[src/sv/http_request_completeness_probe_macros.svh]
`ifndef HTTP_REQUEST_COMPLETENESS_PROBE_MACROS_SVH
`define HTTP_REQUEST_COMPLETENESS_PROBE_MACROS_SVH

// Checks a condition at every clock edge outside reset.
`define HRCP_ASSERT_ALWAYS(lbl, expr, msg) \
    lbl: assert property (@(posedge clk) disable iff (!rst_n) (expr)) else $error(msg);

// Checks that a condition in one cycle leads to another in the next cycle.
`define HRCP_ASSERT_NEXT(lbl, ante, cons, msg) \
    lbl: assert property (@(posedge clk) disable iff (!rst_n) (ante) |=> (cons)) \
        else $error(msg);

`endif

[src/sv/hrcp_pkg.sv]
`timescale 1ns / 1ps
`default_nettype none

package hrcp_pkg;

    localparam int CAP_W = 24;
    localparam int ACC_W = CAP_W + 1;
    localparam logic [CAP_W-1:0] CAP_RESET = 24'd65536;

    localparam logic [1:0] STATUS_NEED_MORE = 2'd0;
    localparam logic [1:0] STATUS_DONE      = 2'd1;
    localparam logic [1:0] STATUS_ERROR     = 2'd2;

    localparam logic [7:0] CHAR_CR    = 8'h0D;
    localparam logic [7:0] CHAR_LF    = 8'h0A;
    localparam logic [7:0] CHAR_COLON = 8'h3A;

    typedef struct packed {
        logic [7:0] data_byte;
        logic       request_start;
    } hrcp_in_t;

    typedef struct packed {
        logic [1:0]       parse_status;
        logic [CAP_W-1:0] header_end_pos;
        logic [CAP_W-1:0] body_length;
    } hrcp_out_t;

    // Length information after the current byte has been applied.
    typedef struct packed {
        logic             decided;
        logic             valid;
        logic             negative;
        logic [ACC_W-1:0] value;
    } hrcp_len_t;

endpackage

`default_nettype wire

[src/sv/hrcp_line_parser.sv]
`timescale 1ns / 1ps
`default_nettype none

module hrcp_line_parser
    import hrcp_pkg::*;
#(
    parameter int VALUE_BUF_BYTES = 32
)
(
    input  wire logic             clk,
    input  wire logic             rst_n,
    input  wire logic             step,
    input  wire hrcp_in_t         item,
    input  wire logic             scan_open,
    input  wire logic [CAP_W-1:0] cap,
    output hrcp_len_t             len_info
);

    localparam int RAW_W = $clog2(VALUE_BUF_BYTES + 1);
    localparam logic [RAW_W-1:0] RAW_MAX = RAW_W'(VALUE_BUF_BYTES);
    localparam logic [3:0] NAME_LEN = 4'd14;
    localparam int PROD_W = ACC_W + 4;

    localparam logic [1:0] PH_NAME  = 2'd0;
    localparam logic [1:0] PH_SKIP  = 2'd1;
    localparam logic [1:0] PH_LEAD  = 2'd2;
    localparam logic [1:0] PH_VALUE = 2'd3;

    typedef struct packed {
        logic [1:0]       phase;
        logic [3:0]       name_idx;
        logic             decided;
        logic [ACC_W-1:0] acc;
        logic             sign_seen;
        logic             negative;
        logic             digits;
        logic             stopped;
        logic             valid;
        logic [RAW_W-1:0] trimmed;
        logic [RAW_W-1:0] raw;
    } lp_state_t;

    localparam lp_state_t LP_CLEAR = '{
        phase: PH_NAME, name_idx: 4'd0, decided: 1'b0, acc: '0, sign_seen: 1'b0,
        negative: 1'b0, digits: 1'b0, stopped: 1'b0, valid: 1'b0,
        trimmed: '0, raw: '0
    };

    function automatic logic [7:0] name_char(input logic [3:0] idx);
        logic [7:0] c;
        unique case (idx)
            4'd0:    c = "c";
            4'd1:    c = "o";
            4'd2:    c = "n";
            4'd3:    c = "t";
            4'd4:    c = "e";
            4'd5:    c = "n";
            4'd6:    c = "t";
            4'd7:    c = "-";
            4'd8:    c = "l";
            4'd9:    c = "e";
            4'd10:   c = "n";
            4'd11:   c = "g";
            4'd12:   c = "t";
            4'd13:   c = "h";
            default: c = 8'h00;
        endcase
        return c;
    endfunction

    lp_state_t state_reg;
    lp_state_t state_next;
    lp_state_t cur;

    logic [7:0]        b;
    logic [7:0]        lower;
    logic              is_blank;
    logic              is_digit;
    logic              is_space;
    logic [PROD_W-1:0] prod;
    logic [PROD_W-1:0] lim;
    logic              take_value;

    assign b        = item.data_byte;
    assign lower    = (b >= "A" && b <= "Z") ? b + 8'd32 : b;
    assign is_blank = (b == " ") || (b == 8'h09);
    assign is_digit = (b >= "0") && (b <= "9");
    assign is_space = (b == " ") || (b >= 8'h09 && b <= 8'h0D);
    assign prod     = {cur.acc, 3'b000} + {2'b00, cur.acc, 1'b0} + PROD_W'(b - "0");
    assign lim      = PROD_W'(cap) + PROD_W'(1);

    always_comb
    begin
        cur        = item.request_start ? LP_CLEAR : state_reg;
        state_next = cur;
        take_value = 1'b0;
        if (scan_open && !cur.decided)
        begin
            if (b == CHAR_CR || b == CHAR_LF)
            begin
                if (cur.phase == PH_LEAD || cur.phase == PH_VALUE)
                begin
                    state_next.decided = 1'b1;
                    state_next.valid   = (cur.trimmed < RAW_MAX) && cur.digits;
                end
                state_next.phase    = PH_NAME;
                state_next.name_idx = 4'd0;
            end
            else
            begin
                unique case (cur.phase)
                    PH_NAME:
                    begin
                        if (cur.name_idx < NAME_LEN)
                        begin
                            if (lower == name_char(cur.name_idx))
                                state_next.name_idx = cur.name_idx + 4'd1;
                            else
                                state_next.phase = PH_SKIP;
                        end
                        else
                        begin
                            state_next.phase = (b == CHAR_COLON) ? PH_LEAD : PH_SKIP;
                        end
                    end
                    PH_LEAD:
                    begin
                        if (!is_blank)
                        begin
                            state_next.phase = PH_VALUE;
                            take_value       = 1'b1;
                        end
                    end
                    PH_VALUE: take_value = 1'b1;
                    PH_SKIP:  ;
                endcase
            end
        end

        if (take_value)
        begin
            if (cur.raw < RAW_MAX)
                state_next.raw = cur.raw + RAW_W'(1);
            if (!is_blank)
                state_next.trimmed = state_next.raw;
            // Number parsing follows strtoul: blanks, one sign, then digits.
            if (!cur.stopped)
            begin
                priority if (is_digit)
                begin
                    state_next.acc    = (prod > lim) ? lim[ACC_W-1:0] : prod[ACC_W-1:0];
                    state_next.digits = 1'b1;
                end
                else if (!cur.sign_seen && !cur.digits && is_space)
                begin
                end
                else if (!cur.sign_seen && !cur.digits && (b == "+" || b == "-"))
                begin
                    state_next.sign_seen = 1'b1;
                    state_next.negative  = (b == "-");
                end
                else
                begin
                    state_next.stopped = 1'b1;
                end
            end
        end
    end

    always_ff @(posedge clk or negedge rst_n)
    begin
        if (!rst_n)
            state_reg <= LP_CLEAR;
        else if (step)
            state_reg <= state_next;
    end

    assign len_info.decided  = state_next.decided;
    assign len_info.valid    = state_next.valid;
    assign len_info.negative = state_next.negative;
    assign len_info.value    = state_next.acc;

endmodule

`default_nettype wire

[src/sv/hrcp_frame_check.sv]
`timescale 1ns / 1ps
`default_nettype none

module hrcp_frame_check
    import hrcp_pkg::*;
#(
    parameter int LENGTH_BITS = 24
)
(
    input  wire logic             clk,
    input  wire logic             rst_n,
    input  wire logic             step,
    input  wire hrcp_in_t         item,
    input  wire logic [CAP_W-1:0] cap,
    input  wire hrcp_len_t        len_info,
    output logic                  scan_open,
    output hrcp_out_t             result_next
);

    localparam int CMP_W = (LENGTH_BITS > ACC_W) ? LENGTH_BITS : ACC_W;
    localparam logic [LENGTH_BITS-1:0] COUNT_MAX = '1;

    localparam logic [1:0] MARK_IDLE    = 2'd0;
    localparam logic [1:0] MARK_CR      = 2'd1;
    localparam logic [1:0] MARK_CRLF    = 2'd2;
    localparam logic [1:0] MARK_CRLFCR  = 2'd3;

    logic [LENGTH_BITS-1:0] byte_count_reg, byte_count_next, count_cur;
    logic [1:0]             marker_reg, marker_next, marker_cur;
    logic [LENGTH_BITS-1:0] header_end_reg, header_end_next, header_end_cur;
    logic                   found_reg, found_next, found_cur;

    logic [CMP_W-1:0] count_x;
    logic [CMP_W-1:0] body_seen_x;
    logic [CMP_W-1:0] cap_x;
    logic [CMP_W-1:0] value_x;
    logic             over_cap;

    // A transaction with request_start sees cleared state before its byte.
    assign count_cur      = item.request_start ? '0 : byte_count_reg;
    assign marker_cur     = item.request_start ? MARK_IDLE : marker_reg;
    assign header_end_cur = item.request_start ? '0 : header_end_reg;
    assign found_cur      = item.request_start ? 1'b0 : found_reg;
    assign scan_open      = !found_cur;

    assign byte_count_next = (count_cur == COUNT_MAX) ? count_cur
                                                      : count_cur + LENGTH_BITS'(1);

    always_comb
    begin
        marker_next     = marker_cur;
        header_end_next = header_end_cur;
        found_next      = found_cur;
        if (!found_cur)
        begin
            priority if (item.data_byte == CHAR_CR)
            begin
                marker_next = (marker_cur == MARK_CRLF) ? MARK_CRLFCR : MARK_CR;
            end
            else if (item.data_byte == CHAR_LF)
            begin
                if (marker_cur == MARK_CRLFCR)
                begin
                    found_next      = 1'b1;
                    header_end_next = byte_count_next;
                    marker_next     = MARK_IDLE;
                end
                else
                begin
                    marker_next = (marker_cur == MARK_CR) ? MARK_CRLF : MARK_IDLE;
                end
            end
            else
            begin
                marker_next = MARK_IDLE;
            end
        end
    end

    assign count_x     = CMP_W'(byte_count_next);
    assign body_seen_x = CMP_W'(byte_count_next - header_end_next);
    assign cap_x       = CMP_W'(cap);
    assign value_x     = CMP_W'(len_info.value);
    assign over_cap    = count_x >= cap_x;

    always_comb
    begin
        result_next.header_end_pos = '0;
        result_next.body_length    = '0;
        if (!found_next)
        begin
            result_next.parse_status = over_cap ? STATUS_ERROR : STATUS_NEED_MORE;
        end
        else
        begin
            result_next.header_end_pos = CAP_W'(CMP_W'(header_end_next));
            if (len_info.decided && len_info.valid)
            begin
                if (value_x > cap_x || (len_info.negative && value_x != '0))
                begin
                    result_next.parse_status = STATUS_ERROR;
                end
                else
                begin
                    result_next.body_length = len_info.value[CAP_W-1:0];
                    priority if (body_seen_x >= value_x)
                        result_next.parse_status = STATUS_DONE;
                    else if (over_cap)
                        result_next.parse_status = STATUS_ERROR;
                    else
                        result_next.parse_status = STATUS_NEED_MORE;
                end
            end
            else
            begin
                result_next.parse_status = STATUS_DONE;
            end
        end
    end

    always_ff @(posedge clk or negedge rst_n)
    begin
        if (!rst_n)
        begin
            byte_count_reg <= '0;
            marker_reg     <= MARK_IDLE;
            header_end_reg <= '0;
            found_reg      <= 1'b0;
        end
        else if (step)
        begin
            byte_count_reg <= byte_count_next;
            marker_reg     <= marker_next;
            header_end_reg <= header_end_next;
            found_reg      <= found_next;
        end
    end

endmodule

`default_nettype wire

[src/sv/http_request_completeness_probe.sv]
`timescale 1ns / 1ps
`default_nettype none

// Streaming HTTP/1.1 request completeness probe. Each accepted transaction on
// the request channel carries one request byte and yields exactly one result
// transaction: the status of the prefix seen so far (need more, done, error),
// the position just after the CR LF CR LF marker, and the declared body length.
// Throughput is one byte per clock cycle unless result_ready stalls the output. An
// accepted byte sits in the input register while the header-line parser and
// the frame checker work on it; the result register loads when the byte leaves
// the input register, and the byte stays there while a result waits to be taken.
// Setting request_start on a byte clears all parse state before that byte.
// The user must write buffer_cap only while no transaction is in flight;
// the block does not enforce this. There is no clearing pass after reset.

`include "http_request_completeness_probe_macros.svh"

module http_request_completeness_probe
    import hrcp_pkg::*;
#(
    parameter int LENGTH_BITS     = 24,
    parameter int VALUE_BUF_BYTES = 32
)
(
    input  wire logic             clk,
    input  wire logic             rst_n,
    input  wire logic             buffer_cap_wr_en,
    input  wire logic [CAP_W-1:0] buffer_cap_wr_data,
    input  wire logic             request_valid,
    output logic                  request_ready,
    input  wire hrcp_in_t         request_item,
    output logic                  result_valid,
    input  wire logic             result_ready,
    output hrcp_out_t             result_item
);

    localparam logic [CAP_W-1:0] CAP_MASK =
        (LENGTH_BITS >= CAP_W) ? '1 : CAP_W'((64'd1 << LENGTH_BITS) - 64'd1);

    logic [CAP_W-1:0] cap_reg;
    logic             in_valid_reg;
    hrcp_in_t         in_reg;
    logic             out_valid_reg;
    hrcp_out_t        out_reg;

    logic      out_advance;
    logic      step;
    logic      scan_open;
    hrcp_len_t len_info;
    hrcp_out_t result_next;
    logic      in_stall;
    logic      out_status_ok;

    assign out_advance   = !out_valid_reg || result_ready;
    assign step          = in_valid_reg && out_advance;
    assign request_ready = !in_valid_reg || out_advance;
    assign result_valid  = out_valid_reg;
    assign result_item   = out_reg;

    always_ff @(posedge clk or negedge rst_n)
    begin
        if (!rst_n)
            cap_reg <= CAP_RESET & CAP_MASK;
        else if (buffer_cap_wr_en)
            cap_reg <= buffer_cap_wr_data & CAP_MASK;
    end

    always_ff @(posedge clk or negedge rst_n)
    begin
        if (!rst_n)
        begin
            in_valid_reg  <= 1'b0;
            out_valid_reg <= 1'b0;
        end
        else
        begin
            if (request_ready)
                in_valid_reg <= request_valid;
            if (out_advance)
                out_valid_reg <= step;
        end
    end

    always_ff @(posedge clk)
    begin
        if (request_valid && request_ready)
            in_reg <= request_item;
        if (step)
            out_reg <= result_next;
    end

    hrcp_line_parser #(
        .VALUE_BUF_BYTES (VALUE_BUF_BYTES)
    ) u_line_parser (
        .clk       (clk),
        .rst_n     (rst_n),
        .step      (step),
        .item      (in_reg),
        .scan_open (scan_open),
        .cap       (cap_reg),
        .len_info  (len_info)
    );

    hrcp_frame_check #(
        .LENGTH_BITS (LENGTH_BITS)
    ) u_frame_check (
        .clk         (clk),
        .rst_n       (rst_n),
        .step        (step),
        .item        (in_reg),
        .cap         (cap_reg),
        .len_info    (len_info),
        .scan_open   (scan_open),
        .result_next (result_next)
    );

    assign in_stall      = in_valid_reg && !step;
    assign out_status_ok = (out_reg.parse_status == STATUS_NEED_MORE) ||
                           (out_reg.parse_status == STATUS_DONE) ||
                           (out_reg.parse_status == STATUS_ERROR);

    // A byte that moves out of the input register always lands as a result.
    `HRCP_ASSERT_NEXT(a_step_lands, step, out_valid_reg, "processed byte produced no result")
    // A byte held in the input register is neither dropped nor altered.
    `HRCP_ASSERT_NEXT(a_input_held, in_stall, in_valid_reg && $stable(in_reg), "stalled input lost")
    // Results only ever carry one of the three status codes.
    `HRCP_ASSERT_ALWAYS(a_status_code, !out_valid_reg || out_status_ok, "undefined status code")

endmodule

`default_nettype wire

[config.mk]
export PLATFORM = sky130hd
export DESIGN_NAME = http_request_completeness_probe
export DESIGN_NICKNAME = d
export VERILOG_FILES = /design/src/sv/hrcp_pkg.sv /design/src/sv/hrcp_line_parser.sv /design/src/sv/hrcp_frame_check.sv /design/src/sv/http_request_completeness_probe.sv
export VERILOG_INCLUDE_DIRS = /design/src /design/src/sv
export SDC_FILE = /design/constraint.sdc
export NUM_CORES = 1
export LEC_CHECK = 0
export BUFFER_PORTS_ARGS = -buffer_cell sky130_fd_sc_hd__buf_2
export CAP_MARGIN = 20
export CORE_MARGIN = 4
export CORE_UTILIZATION = 52
export CTS_BUF_LIST = sky130_fd_sc_hd__clkbuf_2
export CTS_CLUSTER_DIAMETER = 200
export DETAILED_ROUTE_END_ITERATION = 16
export GPL_ROUTABILITY_DRIVEN = 0
export PLACE_DENSITY = 0.7
export SYNTH_ARGS = -nofsm -noshare
export SYNTH_HDL_FRONTEND = slang
export SYNTH_SLANG_ARGS = --single-unit
[constraint.sdc]
create_clock -name clk -period 12.1 [get_ports clk]
set_input_delay 1.21 -clock clk [delete_from_list [all_inputs] [get_ports clk]]
set_output_delay 1.21 -clock clk [all_outputs]
set_load 0.05 [all_outputs]
==> results.py, run 1 <==
metrics = {
    "worst_hold_path": {
        "min_path_type": "input pin to asynchronous set/reset pin",
    },
    "layout": {
        "largest_register_ffs": 50,
        "fillers": 2654,
        "fin_area_um2": 16400,
        "layout_commonest_cell": "nand2_1",
        "area_growth_pct": 6.80,
        "finalNetCount": 2085,
        "final_cell_mix": "257 x nand2_1, 168 x ha_1, 137 x o21ai_0",
        "drive_gt1_share_pct": 10.1,
    },
    "placed_design": {
        "dp.final_hpwl_mm": 33.7,
        "place_area_um2": 16100,
        "port_buffers": 89,
    },
    "critical_path": {
        "crit_slowest_cell": "or4_1",
        "end_kind": "flop",
        "slowest_delay_ps": 650,
        "rr_startpoint": "in_reg[6]",
        "critical_path_class": "flop to flop",
        "r2r_cells": 42,
        "worst_ep_arrival_time_ps": 10680,
        "rrSetupSlack_ps": 2120,
        "worst-path-max-fanout": 27,
        "startpoint_type": "flop",
        "reg2reg_to": "result_item[48]",
        "cp_data_required_time_ps": 12800,
    },
    "status": {
        "run_status": "finished clean",
    },
    "detailed_routing": {
        "detail_route.wl_per_cell_um": 19.7,
        "first_pass_iters": 5,
        "vias": 13700,
        "ant_nets": 0,
        "drc_errors": 0,
        "drt_wl_total_mm": 44.3,
        "drt_iter0_markers": 1406,
        "via_per_inst": 6.06,
    },
    "floorplan": {
        "coreArea_um2": 28900,
        "initial_utilization_pct": 53.0,
        "dieArea_um2": 32300,
        "die_w_um": 180,
        "ioPinCount": 90,
        "die_h_um": 180,
        "rows": 62,
    },
    "timing": {
        "report.final.slew_viol_count": 0,
        "setup_viol": 0,
        "layout_min_cycle_time_ps": 9980,
        "hold_viol": 0,
        "worstMarginPinSlew_ps": 1090,
        "slew_headroom_pct": 26.9,
        "rsz0062_at_grt": "false",
        "tns_ps": 0,
        "skew_ps": 46.6,
        "fin_crit_sh_pct": 82.5,
        "timing.hold.ws_ps": 425,
        "fmax_mhz": 100,
    },
    "run": {
        "drv_cap": 0,
    },
    "clocking": {
        "postCtsSetupBuffers": 0,
        "htree_levels": 4,
        "clock_path_buffers": 2,
        "clk_pin_slew_worst_paths_ps": 280,
        "cts_hold_buf": 0,
        "cts_resized": 0,
        "cts_buffers": 17,
        "insertion_delay_ps": 810,
        "clock_sinks": 180,
        "cts_root_buf": "clkbuf_2",
        "cts_tree": "yes",
    },
    "pwr": {
        "leakagePower_nw": 7.67,
        "vdd_ir_drop_max_mv": 0.0918,
        "p_per_area_nw_per_um2": 90.0,
    },
    "synthesis": {
        "yosysUniqueCellTypes": 88,
        "synth_cells": 1801,
        "ys.warnings.count": 0,
        "synth-main-ff-cell": "dfrtp_1",
        "ys_seq_area_share_pct": 31.3,
        "syn_area_per_cell_um2": 8.52,
        "postSynth.asyncResetShare_pct": 67.2,
        "synth_edf_count": 59,
        "ys_ff_latch": 180,
        "syn_area_um2": 15300,
        "synth_nets": 2032,
    },
    "global_routing": {
        "antenna_found_initial": 1,
        "track_usage_pct": 27.2,
        "overflow": 0,
        "grt_pass1_vias": 13000,
        "grt_max_degree": 84,
        "grt_pass1_wl_mm": 71.8,
    },
}
==> kinds of logic after synthesis <==
group / synth area share (%)
buffers and inverters: 5.41
muxes: 0.546
and+or+nand+nor: 22.2
xor gates and xnor gates: 5.14
adders and majority gates: 17.0
DFF: 31.3
AOI/OAI and AO/OA: 18.4
==> worst max path at each step <==
stage,startpoint,to,slack (ps),cells after the start
floorplan,in_reg[6],result_item[48],2880,41
global placement,in_reg[6],result_item[48],2420,41
detailed placement,in_reg[6],result_item[48],1900,41
CTS,in_reg[6],result_item[48],1830,41
global route,in_reg[6],result_item[48],1280,42
finish,in_reg[6],result_item[48],2120,42
==> per-layer routing <==
layer | up-vias | global-route usage [%] | part of all wire, % | wire (um)
met5 | - | 0 | 0 | 0
met4 | 0 | 8.23 | 3.0 | 1330
met3 | 105 | 5.30 | 8.3 | 3670
met2 | 600 | 41.7 | 44 | 19400
met1 | 6424 | 39.2 | 45 | 19900
li1 | 6529 | - | - | -
==> power breakdown <==
group / leakage [nW] / switching [mW] / internal [mW]
clock network: 0.149 / 0.224 / 0.0988
registers: 2.22 / 0.0227 / 0.660
logic: 5.30 / 0.296 / 0.173
==> through the flow <==
| step | worst slack [ps] | cells | util (%) | power, mW |
|---|---|---|---|---|
| 6_report | 2120 | 2252 | 56.6 | 1.48 |
| 5_1_grt | 1280 | 2252 | 56.6 | 1.57 |
| 4_1_cts | 1830 | 2248 | 56.4 | 1.47 |
| 3_5_place_dp | 1900 | 2216 | 55.6 | 1.15 |
| 3_3_place_gp | 2420 | 2216 | 55.6 | 1.14 |
| 2_1_floorplan | 2880 | 1801 | - | 1.03 |
==> synthesized netlist by cell type, drive strengths merged (9+ instances only) <==
master | number | area [um^2]
nor4 | 34 | 338
edfxtp | 59 | 1770
a21oi | 117 | 586
nor2b | 38 | 238
a21o | 45 | 338
nand3 | 40 | 200
clkbuf | 57 | 214
nand4 | 40 | 265
o21a | 19 | 144
xor2 | 28 | 245
nor3b | 32 | 240
nor2 | 120 | 450
or3 | 11 | 68.8
buf | 18 | 109
xnor2 | 62 | 543
o211ai | 11 | 87.6
nand2 | 259 | 975
nor3 | 29 | 145
nand2b | 10 | 62.6
a211oi | 9 | 67.6
o21ai | 141 | 706
or2 | 9 | 56.3
dfrtp | 120 | 3000
ha | 168 | 2100
a31oi | 15 | 93.8
inv | 133 | 499
fa | 25 | 500
and3 | 14 | 87.6
and2 | 11 | 68.8
==> layout make-up <==
class	instances	area, um^2	area share, %
diodes	1	2.50	0.0153
clock buffers	20	100	0.611
clock inverters	12	128	0.779
inverters	135	507	3.09
multi-input cells	1411	9730	59.4
flip-flops and latches	180	4800	29.3
well taps	384	480	2.93
repair buffers	109	638	3.89
==> worst max-delay path: cells and delay by family (launching register included) <==
family                     cells  cell delay [ps]
AOI/OAI and AO/OA             22             4340
and+or+nand+nor                9             2290
adders and majority gates      5             1710
buffers and inverters          5              790
DFF                            1              570
xor gates and xnor gates       1              180
(Power assumes the default switching activity.)
==> run 2, diff against run 1 <==
clock period = 9.55 ns   (was 12.1 ns; I/O delays follow)
==> run 2 against run 1 <==
- worst setup slack lost 1700 ps
- global-route usage shrank 0.71 points
- register-to-register slack lost 1700 ps
- sequential power grew 27%
==> results.py, run 2 (same netlist as run 1, synthesis figures left out) <==
metrics = {
    "global_routing": {
        "antenna_found_initial": 1,
        "grt_pass1_wl_mm": 70.4,
        "overflow": 0,
        "track_usage_pct": 26.5,
        "grt_pass1_vias": 13000,
        "grt_max_degree": 84,
    },
    "pwr": {
        "vdd_ir_drop_max_mv": 0.0895,
        "leakagePower_nw": 7.69,
        "p_per_area_nw_per_um2": 114,
    },
    "clocking": {
        "cts_buffers": 17,
        "insertion_delay_ps": 800,
        "cts_root_buf": "clkbuf_2",
        "clk_pin_slew_worst_paths_ps": 330,
        "cts_tree": "yes",
        "cts_hold_buf": 0,
        "clock_path_buffers": 2,
        "htree_levels": 4,
        "clock_sinks": 180,
    },
    "timing": {
        "timing.hold.ws_ps": 71.7,
        "fin_crit_sh_pct": 95.6,
        "skew_ps": 60.3,
        "fin_ws_ps": 416,
        "report.final.slew_viol_count": 0,
        "slew_headroom_pct": 23.3,
        "layout_min_cycle_time_ps": 9130,
        "setup_viol": 0,
        "worstMarginPinSlew_ps": 1140,
        "fmax_mhz": 109,
        "hold_viol": 0,
        "tns_ps": 0,
    },
    "critical_path": {
        "crit_slowest_cell": "nor3b_1",
        "cp_data_required_time_ps": 10180,
        "startpoint_type": "flop",
        "reg2reg_to": "result_item[49]",
        "worst_ep_arrival_time_ps": 9760,
        "rr_startpoint": "in_reg[6]",
        "critical_path_class": "flop to flop",
        "r2r_cells": 35,
        "worst-path-max-fanout": 19,
        "crit_start": "in_reg[6]",
        "end_kind": "flop",
        "rrSetupSlack_ps": 420,
        "path_common_cell": "a21o_1",
        "crit_path_end": "result_item[49]",
        "slowest_delay_ps": 680,
    },
    "detailed_routing": {
        "detail_route.wl_per_cell_um": 19.4,
        "ant_nets": 0,
        "via_per_inst": 6.06,
        "drt_wl_total_mm": 44.0,
        "first_pass_iters": 8,
        "vias": 13700,
        "drc_errors": 0,
        "drt_iter0_markers": 1399,
    },
    "floorplan": {
        "coreArea_um2": 28900,
        "dieArea_um2": 32300,
        "die_w_um": 180,
        "rows": 62,
        "die_h_um": 180,
        "initial_utilization_pct": 53.0,
        "ioPinCount": 90,
    },
    "layout": {
        "layout_commonest_cell": "nand2_1",
        "final_cell_mix": "257 x nand2_1, 168 x ha_1, 136 x o21ai_0",
        "largest_register_ffs": 50,
        "fillers": 2652,
        "area_growth_pct": 7.38,
        "finalNetCount": 2095,
        "drive_gt1_share_pct": 11.0,
    },
    "placed_design": {
        "pre_cts_ws_ps": 217,
        "port_buffers": 89,
        "dp.final_hpwl_mm": 33.9,
    },
    "status": {
        "run_status": "finished clean",
    },
    "run": {
        "drv_cap": 0,
    },
    "worst_hold_path": {
        "min_path_type": "input pin to asynchronous set/reset pin",
    },
}
-- run 2: changes by cell type in the layout (fill, tap and decap cells not counted), sizes merged --
cell | previous run | this run
buf | 108 | 119
clkinv | 7 | 2
clkinvlp | 0 | 5
diode | 1 | 4
clkbuf | 21 | 19
inv | 138 | 140
bufinv | 2 | 1
-- run 2: worst min path at each step --
stage,cells past startpoint,slack (ps),end,start
final,1,70,u_frame_check.header_end_reg[19],rst_n
after global placement,2,450,u_frame_check.header_end_reg[0],u_frame_check.header_end_reg[0]
after global routing,1,40,u_frame_check.byte_count_reg[19],rst_n
after detailed placement,2,460,u_frame_check.header_end_reg[7],u_frame_check.header_end_reg[7]
after CTS,1,40,u_frame_check.byte_count_reg[19],rst_n
after floorplan,2,440,u_frame_check.header_end_reg[0],u_frame_check.header_end_reg[0]
-- run 2: critical path: cells and delay by family (launching register included) --
family,cells,cell delay [ps]
DFF,1,560
adders and majority gates,5,1860
buffers and inverters,4,780
AOI/OAI and AO/OA,17,3820
xor gates and xnor gates,1,180
and+or+nand+nor,8,1770
-- run 2: power by group --
part           switching, mW  internal [mW]
logic                  0.378          0.224
registers             0.0288          0.836
clock network          0.313          0.107
-- run 2: per-stage QoR --
stage,power [mW],area (um^2),std cells,utilization [%]
finish,1.89,16500,2265,57.0
global route,2.00,16500,2265,57.0
CTS,1.88,16400,2254,56.7
detailed placement,1.46,16200,2222,55.8
global placement,1.45,16200,2222,55.8
floorplan,1.31,15300,1801,-
-- run 2: cell type report --
class	count	area (um^2)	share of cell area, %
antenna	4	10.0	0.0607
clock buffer	19	95.1	0.577
clock inverter	13	141	0.858
inverter	135	507	3.07
multi-input combinational	1411	9760	59.2
sequential	180	4800	29.1
tap	384	480	2.92
timing repair buffer	119	686	4.16
-- run 2: repair_timing --
item / 4_1_cts / 5_1_grt
buffers inserted: 0 / 7
gates resized for setup: 0 / 8
endpoints found under the setup margin: 0 / 26
-- run 2: per-layer routing --
layer	track usage (%)	share of wire, %
met2	40.7	44
met3	3.86	7.6
met5	0	0
met1	39.1	45
met4	7.71	3.0
